$ cat config.mk
export PLATFORM = sky130hd
export DESIGN_NAME = tsb_mac
export DESIGN_NICKNAME = d
export VERILOG_FILES = /design/src/rtl/core/texture_sampler_bilinear_assert.svh /design/src/rtl/core/tsb_pkg.sv /design/src/rtl/core/tsb_mac.sv
export SDC_FILE = /design/constraint.sdc
export NUM_CORES = 1
export LEC_CHECK = 0
export ABC_CLOCK_PERIOD_IN_PS = 12550
export BUFFER_PORTS_ARGS = -buffer_cell sky130_fd_sc_hd__clkbuf_2
export CORE_MARGIN = 1.5
export CORE_UTILIZATION = 28
export DETAILED_ROUTE_END_ITERATION = 10
export SETUP_SLACK_MARGIN = 0.15
export SYNTH_ARGS = -nofsm -noshare
export SYNTH_HDL_FRONTEND = slang
export SYNTH_SLANG_ARGS = --single-unit
$ cat constraint.sdc
create_clock -name clk_i -period 12.55 [get_ports clk_i]
set_input_delay 0.6275 -clock clk_i [delete_from_list [all_inputs] [get_ports clk_i]]
set_output_delay 0.6275 -clock clk_i [all_outputs]
set_load 0.05 [all_outputs]
$ cat src/rtl/core/texture_sampler_bilinear_assert.svh
// Assertion macros shared by the texture sampler RTL.
`ifndef TEXTURE_SAMPLER_BILINEAR_ASSERT_SVH
`define TEXTURE_SAMPLER_BILINEAR_ASSERT_SVH

// Same-cycle implication, gated by reset.
`define TSB_ASSERT_IMP(name, clk, rst_n, pre, post, msg) \
  name: assert property (@(posedge clk) disable iff (!rst_n) (pre) |-> (post)) \
    else $error(msg);

// Next-cycle implication, gated by reset.
`define TSB_ASSERT_NXT(name, clk, rst_n, pre, post, msg) \
  name: assert property (@(posedge clk) disable iff (!rst_n) (pre) |=> (post)) \
    else $error(msg);

`endif

$ cat src/rtl/core/tsb_pkg.sv
// Types, constants and helper functions of the texture sampler.
package tsb_pkg;

  localparam int unsigned TexelCount = 65536;
  localparam int unsigned AddrW      = 16;
  localparam int unsigned MaxDim     = 256;
  localparam int unsigned DimW       = 9;
  localparam int unsigned CoordW     = 24;
  localparam int unsigned WrapW      = 18;
  localparam int unsigned OpW        = 18;
  localparam int unsigned MacW       = 26;
  localparam int unsigned CfgIdxW    = 3;
  localparam int unsigned CfgDataW   = 9;
  localparam int unsigned BlendOps   = 12;

  localparam logic [CfgIdxW-1:0] RegFilter = 3'd0;
  localparam logic [CfgIdxW-1:0] RegWrapU  = 3'd1;
  localparam logic [CfgIdxW-1:0] RegWrapV  = 3'd2;
  localparam logic [CfgIdxW-1:0] RegWidth  = 3'd3;
  localparam logic [CfgIdxW-1:0] RegHeight = 3'd4;

  localparam logic CmdWrite  = 1'b0;
  localparam logic CmdSample = 1'b1;

  localparam logic FilterNearest = 1'b0;
  localparam logic FilterLinear  = 1'b1;

  localparam logic [1:0] WrapRepeat = 2'd0;
  localparam logic [1:0] WrapMirror = 2'd1;

  typedef struct packed {
    logic signed [OpW-1:0]  a;
    logic signed [OpW-1:0]  b;
    logic signed [MacW-1:0] c;
  } mac_op_t;

  typedef struct packed {
    logic [7:0]  lo;
    logic [7:0]  hi;
    logic [16:0] t;
  } axis_t;

  // Q8.16 coordinate to wrapped Q.16 value in [-1, 1].
  function automatic logic signed [WrapW-1:0] wrap_coord(
    input logic signed [CoordW-1:0] c,
    input logic [1:0]               mode
  );
    logic [15:0]             m;
    logic [16:0]             r;
    logic signed [WrapW-1:0] f;
    logic signed [WrapW-1:0] res;
    if (!c[CoordW-1] && (c <= 24'sd65536)) begin
      res = c[WrapW-1:0];
    end else begin
      if (c[CoordW-1]) begin
        m = ~c[15:0] + 16'd1;
        f = -$signed({2'b00, m});
        r = (m == 16'd0) ? 17'd0 : 17'h10000 - {1'b0, m};
      end else begin
        m = c[15:0];
        f = $signed({2'b00, m});
        r = {1'b0, m};
      end
      case (mode)
        WrapRepeat: res = $signed({1'b0, r});
        WrapMirror: res = $signed({1'b0, 17'h10000 - r});
        default:    res = f;
      endcase
    end
    return res;
  endfunction

  // Scaled coordinate to neighbour indices (clamped at 0) and blend weight.
  function automatic axis_t axis_split(
    input logic signed [MacW-1:0] x,
    input logic                   nearest
  );
    logic signed [MacW-1:0] xs;
    logic signed [9:0]      fl;
    logic signed [9:0]      cl;
    logic [15:0]            fr;
    axis_t                  a;
    xs   = nearest ? x + 26'sd32768 : x;
    fl   = xs[MacW-1:16];
    fr   = xs[15:0];
    cl   = (nearest || (fr == 16'd0)) ? fl : fl + 10'sd1;
    a.lo = fl[9] ? 8'd0 : fl[7:0];
    a.hi = cl[9] ? 8'd0 : cl[7:0];
    a.t  = (fr == 16'd0) ? 17'h10000 : {1'b0, fr};
    return a;
  endfunction

endpackage

$ cat src/rtl/core/tsb_mac.sv
// Shared signed multiply-add unit, result registered.
module tsb_mac (
  input  logic                            clk_i,
  input  tsb_pkg::mac_op_t                op_i,
  output logic signed [tsb_pkg::MacW-1:0] p_o
);

  logic signed [2*tsb_pkg::OpW-1:0] prod;
  logic signed [tsb_pkg::MacW-1:0]  p_d;
  logic signed [tsb_pkg::MacW-1:0]  p_q;

  assign prod = op_i.a * op_i.b;
  assign p_d  = $signed(prod[tsb_pkg::MacW-1:0]) + op_i.c;

  always_ff @(posedge clk_i) begin
    p_q <= p_d;
  end

  assign p_o = p_q;

endmodule

* Word level (Yosys, flattened, before mapping) *
Cells that the tools add are included.
W data, S select, Z words.

storage, ports and cells
  flip-flop bits (word level) = 26
  output and inout bits = 26

operators by class
  $mul = 1
  add/sub/neg operators = 1

operators by type and width
  kind              number
  $add A26 B26 Y26  1
  $mul A18 B18 Y26  1

* Logic depth before layout (Yosys ltp) *
Gate-level depths: netlist of run 1.

  word-level depth = 2
  mapped depth = 22
  depth with buffers taken out = 21

* Worst setup path after synthesis of run 1 *
Ideal clock, no wire load.

  path type = input port to flip-flop
  start = in op_i[32] (netlist bit)
  end = reg p_q, in the netlist p_o[24]
  data arrival time = 6043 ps
  path slack = 6401 ps
  data required time = 12444 ps
  stages on the path = 19
  buffers on the path = 2
  cells stage by stage = clkbuf_1 -> clkbuf_1 -> nand2_1 -> fa_1 -> fa_1 -> inv_1 -> fa_1 -> inv_1 -> fa_1 -> fa_1 -> fa_1 -> inv_1 -> fa_1 -> ha_1 -> or3_1 -> nor4b_1 -> a211oi_1 -> a31o_2 -> o311ai_0

on the way
  cells in the longest elaborated chain, start to end = 2

RTL lines
  item                  RTL line       source
  from (decl)           tsb_mac.sv:4   input tsb_pkg::mac_op_t op_i,
  $mul A18 B18 Y26      tsb_mac.sv:12  assign prod = op_i.a * op_i.b;
  $add A26 B26 Y26      tsb_mac.sv:13  assign p_d = $signed(prod[tsb_pkg::MacW-1:0]) + op_i.c;
  net p_d, one bit      tsb_mac.sv:9   logic signed [tsb_pkg::MacW-1:0] p_d;
  to (signal assigned)  tsb_mac.sv:16  p_q <= p_d;
  to (decl)             tsb_mac.sv:10  logic signed [tsb_pkg::MacW-1:0] p_q;

The timed path passes the listed nets, and every way through them passes these cells.

* Worst setup path after layout of run 1 *
  start = in op_i[29] (netlist bit)
  end = reg p_q, in the netlist p_o[24]

The elaborated chain is that of the path after synthesis.

==> impl_metrics.yaml, run 1 <==
global_routing:
  antenna_found_initial: 0
  first_global_vias: 7801
  grt_overflow: 0
  grt_max_degree: 20
  grtUsageTotal: 0.1359
  grt_pass1_wl_um: 40700
clocking:
  cts_buffers: 3
  cts_root_buffer: "clkbuf_16"
  cts_sinks: 26
  clk_pin_slew_ns: 0.08
  post_cts.repair.setup_buffers: 0
  cts-htree-levels: 1
  cts_resized: 0
  clockBufferDepth: 2
  cts_hold_buf: 0
  cts_tree: "built"
route:
  drt-pass1-iter-count: 4
  drt-initial-drc-count: 247
  vias: 7080
  ant_nets: 0
  avgRoutedWirePerCell_um: 15.13
  wirelength_um: 24670
  drc: 0
  vias_per_cell: 4.344
floorplanning:
  die_w_um: 195.6
  die_h_um: 195.6
  core_area_mm2: 0.03652
  rows: 70
  pin_count: 89
  initial_core_util: 0.2844
  die_area_mm2: 0.03826
status:
  status: "finished, final reports clean"
flow_run:
  cap_violations: 0
sta:
  grt_setup_unrepaired: "false"
  tns_ns: 0
  setup_violations: 0
  worst_pin_slew_ns: 0.7114
  max_freq_ghz: 0.1544
  period_needed_ns: 6.476
  hold_ws_ns: 0.5824
  final_hold_viol_count: 0
  fin_crit_sh: 0.5160
  slew_headroom: 0.5229
  slew_violations: 0
synthesis:
  syn_avg_cell_area_um2: 9.399
  yosysSeqAreaShare: 0.05011
  synth_area_mm2: 0.01039
  synth.distinct_cells: 39
  yosys_warnings: 0
  synth_seq_cells: 26
  synth_top_area_frac: 0.4857
  synth_area_leaders: "fa_1, ha_1, inv_1"
  syn_inst: 1105
  yosys.area.top_type: "fa_1"
  syn-num-nets: 1511
critical_path:
  cp.arrival_ns: 6.64
  path_max_fanout: 18
  timing.setup.critical_path_class: "in -> reg"
  setup.worst_path.start_class: "primary input"
  end_kind: "flip-flop"
  worst_ep_required_time_ns: 12.72
place:
  gp_congestion: 0.8139
  dp_hpwl_um: 21450
  io_buffers: 88
  dp.cells: 1626
final_layout:
  layout_common_cells: "inv_1, fa_1, and2_1"
  drive_above_1_share: 0.08434
  largest_reg_flops: 26
  layout_commonest_cell: "inv_1"
  num-nets-final: 1569
  fin_cells: 1630
  area_growth_pct: 9.625
  antenna_cells: 0
worst_hold_path:
  min_path_type: "in -> reg"
  hold_depth: 2
## cell families after synthesis
kind of cell    share of synthesized area
xor+xnor                          0.03879
buf+inv                            0.1153
flops                             0.05011
mux                              0.001928
fa+ha+maj                          0.5953
simple gates                       0.1630
compound gates                    0.03554
## final cells by class
type | count | area, um2
Sequential cell | 26 | 520.5
Fill cell | 3800 | 25140
Clock inverter | 1 | 30.03
Timing Repair Buffer | 88 | 440.4
Multi-Input combinational cell | 760 | 8668
Clock buffer | 3 | 75.07
Tap cell | 468 | 585.6
Inverter | 284 | 1066
## metal layers
metal | vias up | track usage | routed length (um)
met5 | - | 0 | 0
met4 | 0 | 0.02814 | 408
met3 | 20 | 0.01364 | 772
met2 | 127 | 0.2434 | 12710
met1 | 3628 | 0.1773 | 10770
li1 | 3305 | - | -
## per-stage QoR
| step | worst slack (ns) | instance area (um2) | util |
|---|---|---|---|
| 6_report | 6.074 | 11390 | 0.3118 |
| 3_5_place_dp | 5.838 | 11280 | 0.3089 |
| 5_1_grt | 5.766 | 11390 | 0.3118 |
| 4_1_cts | 6.081 | 11390 | 0.3118 |
| 3_3_place_gp | 5.907 | 11280 | 0.3089 |
| 2_1_floorplan | 6.401 | 10390 | - |
## worst max-delay path: stages
cell      delay, ns
clkbuf_2       0.27
and2_1         0.26
fa_1           0.53
inv_1          0.05
fa_1           0.54
inv_1          0.06
fa_1           0.53
inv_1          0.06
fa_1           0.55
fa_1           0.43
fa_1           0.49
inv_1          0.05
fa_1           0.43
ha_1           0.40
o21ai_0        0.14
nor2b_1        0.15
a211oi_1       0.61
nand3_1        0.14
o311ai_0       0.31
## final timing paths
kind | start | end | slack (ns)
worst min-delay path | op_i[0] | p_o[0] | 0.58
worst max-delay path | op_i[29] | p_o[24] | 6.07
## cell usage after synthesis, drive strengths merged
master   number
o31a          1
nor4b         1
o2111ai       1
a2111oi       1
nor4          2
nand3b        1
xnor2        39
a21oi        13
ha           91
a31oi         2
nor2b        11
and2        167
nand3         3
o311ai        1
o21ai         9
or3           1
a221oi        2
o211ai        2
dfxtp        26
a211oi        2
inv         284
nand2b        7
and3          1
xor2          7
nor2          9
nor3          4
clkbuf       35
o21bai        4
mux2i         2
fa          252
or4b          1
or2           1
nand2       109
o21a          3
a31o          2
a21o          7
a21boi        1
Power of run 1 is left out: the tool's default activity adds up to more than one toggle a clock period on the data nets, which glitch-free logic cannot reach.
==> inputs of run 2 (changes only) <==
--- a/config.mk
+++ b/config.mk
@@ -5,7 +5,7 @@
 export SDC_FILE = /design/constraint.sdc
 export NUM_CORES = 1
 export LEC_CHECK = 0
-export ABC_CLOCK_PERIOD_IN_PS = 12550
+export ABC_CLOCK_PERIOD_IN_PS = 6500
 export BUFFER_PORTS_ARGS = -buffer_cell sky130_fd_sc_hd__clkbuf_2
 export CORE_MARGIN = 1.5
 export CORE_UTILIZATION = 28
==> constraint.sdc (replaced) <==
create_clock -name clk_i -period 6.5 [get_ports clk_i]
set_input_delay 0.325 -clock clk_i [delete_from_list [all_inputs] [get_ports clk_i]]
set_output_delay 0.325 -clock clk_i [all_outputs]
set_load 0.05 [all_outputs]
==> impl_metrics.yaml, run 2 (synthesis gave the netlist of run 1 again) <==
status:
  status: "finished, final reports clean"
global_routing:
  met2_usage: 0.2488
  met1_usage: 0.1796
  first_global_vias: 7781
  grt_max_degree: 20
  antenna_found_initial: 0
  grt_overflow: 0
  grtUsageTotal: 0.1395
  grt_use_met3: 0.02055
  grt_busiest_layer: "met2"
  grt_pass1_wl_um: 41710
floorplanning:
  rows: 70
  die_area_mm2: 0.03826
  core_area_mm2: 0.03652
  pin_count: 89
  die_h_um: 195.6
  initial_core_util: 0.2844
  die_w_um: 195.6
sta:
  period_needed_ns: 5.983
  slew_headroom: 0.6939
  slew_violations: 0
  final_hold_viol_count: 0
  worst_pin_slew_ns: 0.4592
  tns_ns: 0
  setup_violations: 0
  grt_setup_unrepaired: "false"
  max_freq_ghz: 0.1671
  fin_crit_sh: 0.9205
flow_run:
  cap_violations: 0
route:
  avgRoutedWirePerCell_um: 15.51
  wirelength_um: 25510
  drt-initial-drc-count: 279
  drt-pass1-iter-count: 5
  drc: 0
  ant_nets: 0
  vias: 7238
  vias_per_cell: 4.400
clocking:
  cts_buffers: 3
  cts_resized: 0
  cts_sinks: 26
  cts_tree: "built"
  clk_pin_slew_ns: 0.08
  cts_root_buffer: "clkbuf_16"
  post_cts.repair.setup_buffers: 0
  clockBufferDepth: 2
  cts_hold_buf: 0
  cts-htree-levels: 1
critical_path:
  worstSetupStartpoint: "op_i[30]"
  path_max_fanout: 18
  cpPeakStageDelay_ns: 0.57
  crit_family: "adder cells"
  worst_ep_required_time_ns: 6.67
  end_kind: "flip-flop"
  cp_slowest_cell: "fa_1"
  crit_path_cell_trace: "clkbuf_2 > and2_1 > fa_1 > inv_1 > fa_1 > inv_1 > fa_1 > inv_1 > fa_1 > fa_1 > fa_1 > inv_1 > fa_1 > ha_1 > or3_1 > nor4b_1 > a211oi_1 > buf_4 > a31o_2 > o311ai_0"
  timing.setup.critical_path_class: "in -> reg"
  cp.arrival_ns: 6.15
  critical_path.most_common_cell: "fa_1"
  crit_buf_inv: 6
  setup.worst_path.start_class: "primary input"
final_layout:
  area_growth_pct: 10.71
  fillers: 3816
  drive_above_1_share: 0.09601
  layout_commonest_cell: "inv_1"
  num-nets-final: 1584
  largest_reg_flops: 26
  layout_common_cells: "inv_1, fa_1, and2_1"
  antenna_cells: 0
place:
  dp_hpwl_um: 22450
  io_buffers: 88
  gp_congestion: 0.8600
worst_hold_path:
  min_path_type: "in -> reg"
  hp-start: "op_i[0]"
[run 2: changes by cell type in the layout (fill, tap and decap cells not counted), sizes merged]
| cell | change |
|---|---|
| buf | +15 |
[run 2: path summary, 6_finish.rpt]
check       to  slack, ns  cells past startpoint
max    p_o[24]       0.52                     20
min     p_o[0]       0.27                      2
[run 2: routing by layer]
metal | wire length (um) | up-vias
met4 | 392 | 0
li1 | - | 3334
met3 | 1156 | 27
met5 | 0 | -
met1 | 10890 | 3721
met2 | 13070 | 156
[run 2: final cells by class]
class,count,area [um2],share of cell area
multi-input cells,760,8668,0.7539
inverters,284,1066,0.09271
well taps,468,585.6,0.05093
repair buffers,103,553.0,0.04810
clock buffers,3,75.07,0.006529
flip-flops and latches,26,520.5,0.04527
clock inverters,1,30.03,0.002612
[run 2: metrics by stage]
stage	instances	setup WS [ns]	utilization	area, um2	hold WS, ns
4_1_cts	1645	0.5049	0.3148	11500	0.2655
3_5_place_dp	1641	0.2286	0.3120	11390	0.5613
5_1_grt	1645	0.2626	0.3148	11500	0.2817
6_report	1645	0.5167	0.3148	11500	0.2715
3_3_place_gp	1641	0.2486	0.3120	11390	0.5612
2_1_floorplan	1105	0.6536	-	10390	0.4548
Power of run 2 is left out for the same reason.
==> inputs of run 3 (changes only) <==
--- a/config.mk
+++ b/config.mk
@@ -9,6 +9,7 @@
 export BUFFER_PORTS_ARGS = -buffer_cell sky130_fd_sc_hd__clkbuf_2
 export CORE_MARGIN = 1.5
 export CORE_UTILIZATION = 28
+export CTS_CLUSTER_SIZE = 40
 export DETAILED_ROUTE_END_ITERATION = 10
 export SETUP_SLACK_MARGIN = 0.15
 export SYNTH_ARGS = -nofsm -noshare
==> constraint.sdc (replaced) <==
create_clock -name clk_i -period 6.5 [get_ports clk_i]
set_input_delay 0.975 -clock clk_i [delete_from_list [all_inputs] [get_ports clk_i]]
set_output_delay 0.975 -clock clk_i [all_outputs]
set_load 0.05 [all_outputs]
==> impl_metrics.yaml, run 3 (synthesis gave the netlist of run 1 again) <==
final_layout:
  post-route-util: 0.3367
  layout_common_cells: "inv_1, fa_1, and2_1"
  largest_reg_flops: 26
  drive_above_1_share: 0.1708
  fillers: 3787
  antenna_cells: 0
  layout_commonest_cell: "inv_1"
  num-nets-final: 1660
  area_growth_pct: 18.41
  fin_cells: 1721
global_routing:
  first_global_vias: 8134
  grtUsageTotal: 0.1411
  antenna_found_initial: 0
  grt_max_degree: 19
  grt_overflow: 0
  grt_pass1_wl_um: 42270
sta:
  grt_setup_unrepaired: "true"
  final_hold_viol_count: 0
  slew_violations: 0
  fin_crit_sh: 0.9523
  setup_violations: 0
  slew_headroom: 0.7179
  worst_pin_slew_ns: 0.4232
  period_needed_ns: 6.190
  max_freq_ghz: 0.1615
  hold_ws_ns: 0.9208
route:
  drt-initial-drc-count: 248
  avgRoutedWirePerCell_um: 15.01
  highest_layer: "met4"
  drt-pass1-iter-count: 4
  drc: 0
  vias: 7494
  drt-met1-wl_um: 11160
  wl_met2_um: 13480
  wirelength_um: 25840
  vias_per_cell: 4.354
  ant_nets: 0
  met3_length_um: 824
worst_hold_path:
  hold_depth: 2
  min_to: "p_o[0]"
  hp-start: "op_i[0]"
  min_path_type: "in -> reg"
place:
  gp_congestion: 0.8560
  dp.cells: 1714
  dp_hpwl_um: 23230
  io_buffers: 88
clocking:
  clockBufferDepth: 2
  clk_pin_slew_ns: 0.08
  cts-htree-levels: 1
  cts_tree: "built"
  cts_hold_buf: 0
  cts_root_buffer: "clkbuf_16"
  cts_sinks: 26
  cts_buffers: 3
floorplanning:
  die_h_um: 195.6
  die_w_um: 195.6
  rows: 70
  die_area_mm2: 0.03826
  initial_core_util: 0.2844
  pin_count: 89
  core_area_mm2: 0.03652
critical_path:
  timing.setup.critical_path_class: "in -> reg"
  setup.worst_path.start_class: "primary input"
  crit_buf_inv: 6
  cp_slowest_cell: "fa_1"
  path_depth: 22
  worst_ep_required_time_ns: 6.71
  crit_family: "adder cells"
  path_max_fanout: 8
  critical_path.most_common_cell: "fa_1"
  cp.arrival_ns: 6.40
  cpPeakStageDelay_ns: 0.52
  crit_path_cell_trace: "buf_4 > buf_6 > and2_4 > fa_2 > fa_1 > inv_1 > fa_1 > inv_1 > fa_1 > inv_1 > fa_1 > inv_1 > fa_1 > ha_2 > ha_2 > a21o_1 > a21o_1 > nor4_4 > o21ai_2 > a21oi_4 > or4b_1 > o211ai_1"
  end_kind: "flip-flop"
status:
  status: "finished, final reports clean"
flow_run:
  cap_violations: 0
==> run 3: routing by layer <==
layer  up-vias  global-route usage
met5         -                   0
met3        17             0.01036
li1       3483                   -
met4         0             0.02699
met2       141              0.2538
met1      3853              0.1863
==> run 3: cell type report <==
class	instances	area, um2	area share
flip-flops and latches	26	520.5	0.04232
inverters	284	1066	0.08668
well taps	468	585.6	0.04761
clock inverters	1	30.03	0.002442
clock buffers	3	75.07	0.006104
repair buffers	179	1224	0.09950
multi-input cells	760	8797	0.7153
==> run 3: what timing repair did <==
action	4_1_cts	5_1_grt
setup buffers	0	3
endpoints found under the setup margin	2	9
pin swaps	0	16
resized for setup	1	70
==> run 3: worst max-delay path by stage <==
stage / startpoint / slack, ns / endpoint
3_5_place_dp: op_i[29] / -0.16 / p_o[25]
5_1_grt: op_i[56] / 0.12 / p_o[22]
3_3_place_gp: op_i[26] / -0.09 / p_o[19]
6_report: op_i[31] / 0.31 / p_o[19]
4_1_cts: op_i[29] / 0.15 / p_o[25]
2_1_floorplan: op_i[58] / 0.15 / p_o[24]
==> run 3: stage by stage <==
step	setup slack (ns)	cell area (um2)	TNS (ns)
2_1_floorplan	0.1517	10410	0
3_3_place_gp	-0.08674	12010	-0.3112
4_1_cts	0.1452	12120	0
3_5_place_dp	-0.1600	12010	-0.6755
5_1_grt	0.1155	12300	0
6_report	0.3098	12300	0
Power of run 3 is left out for the same reason.
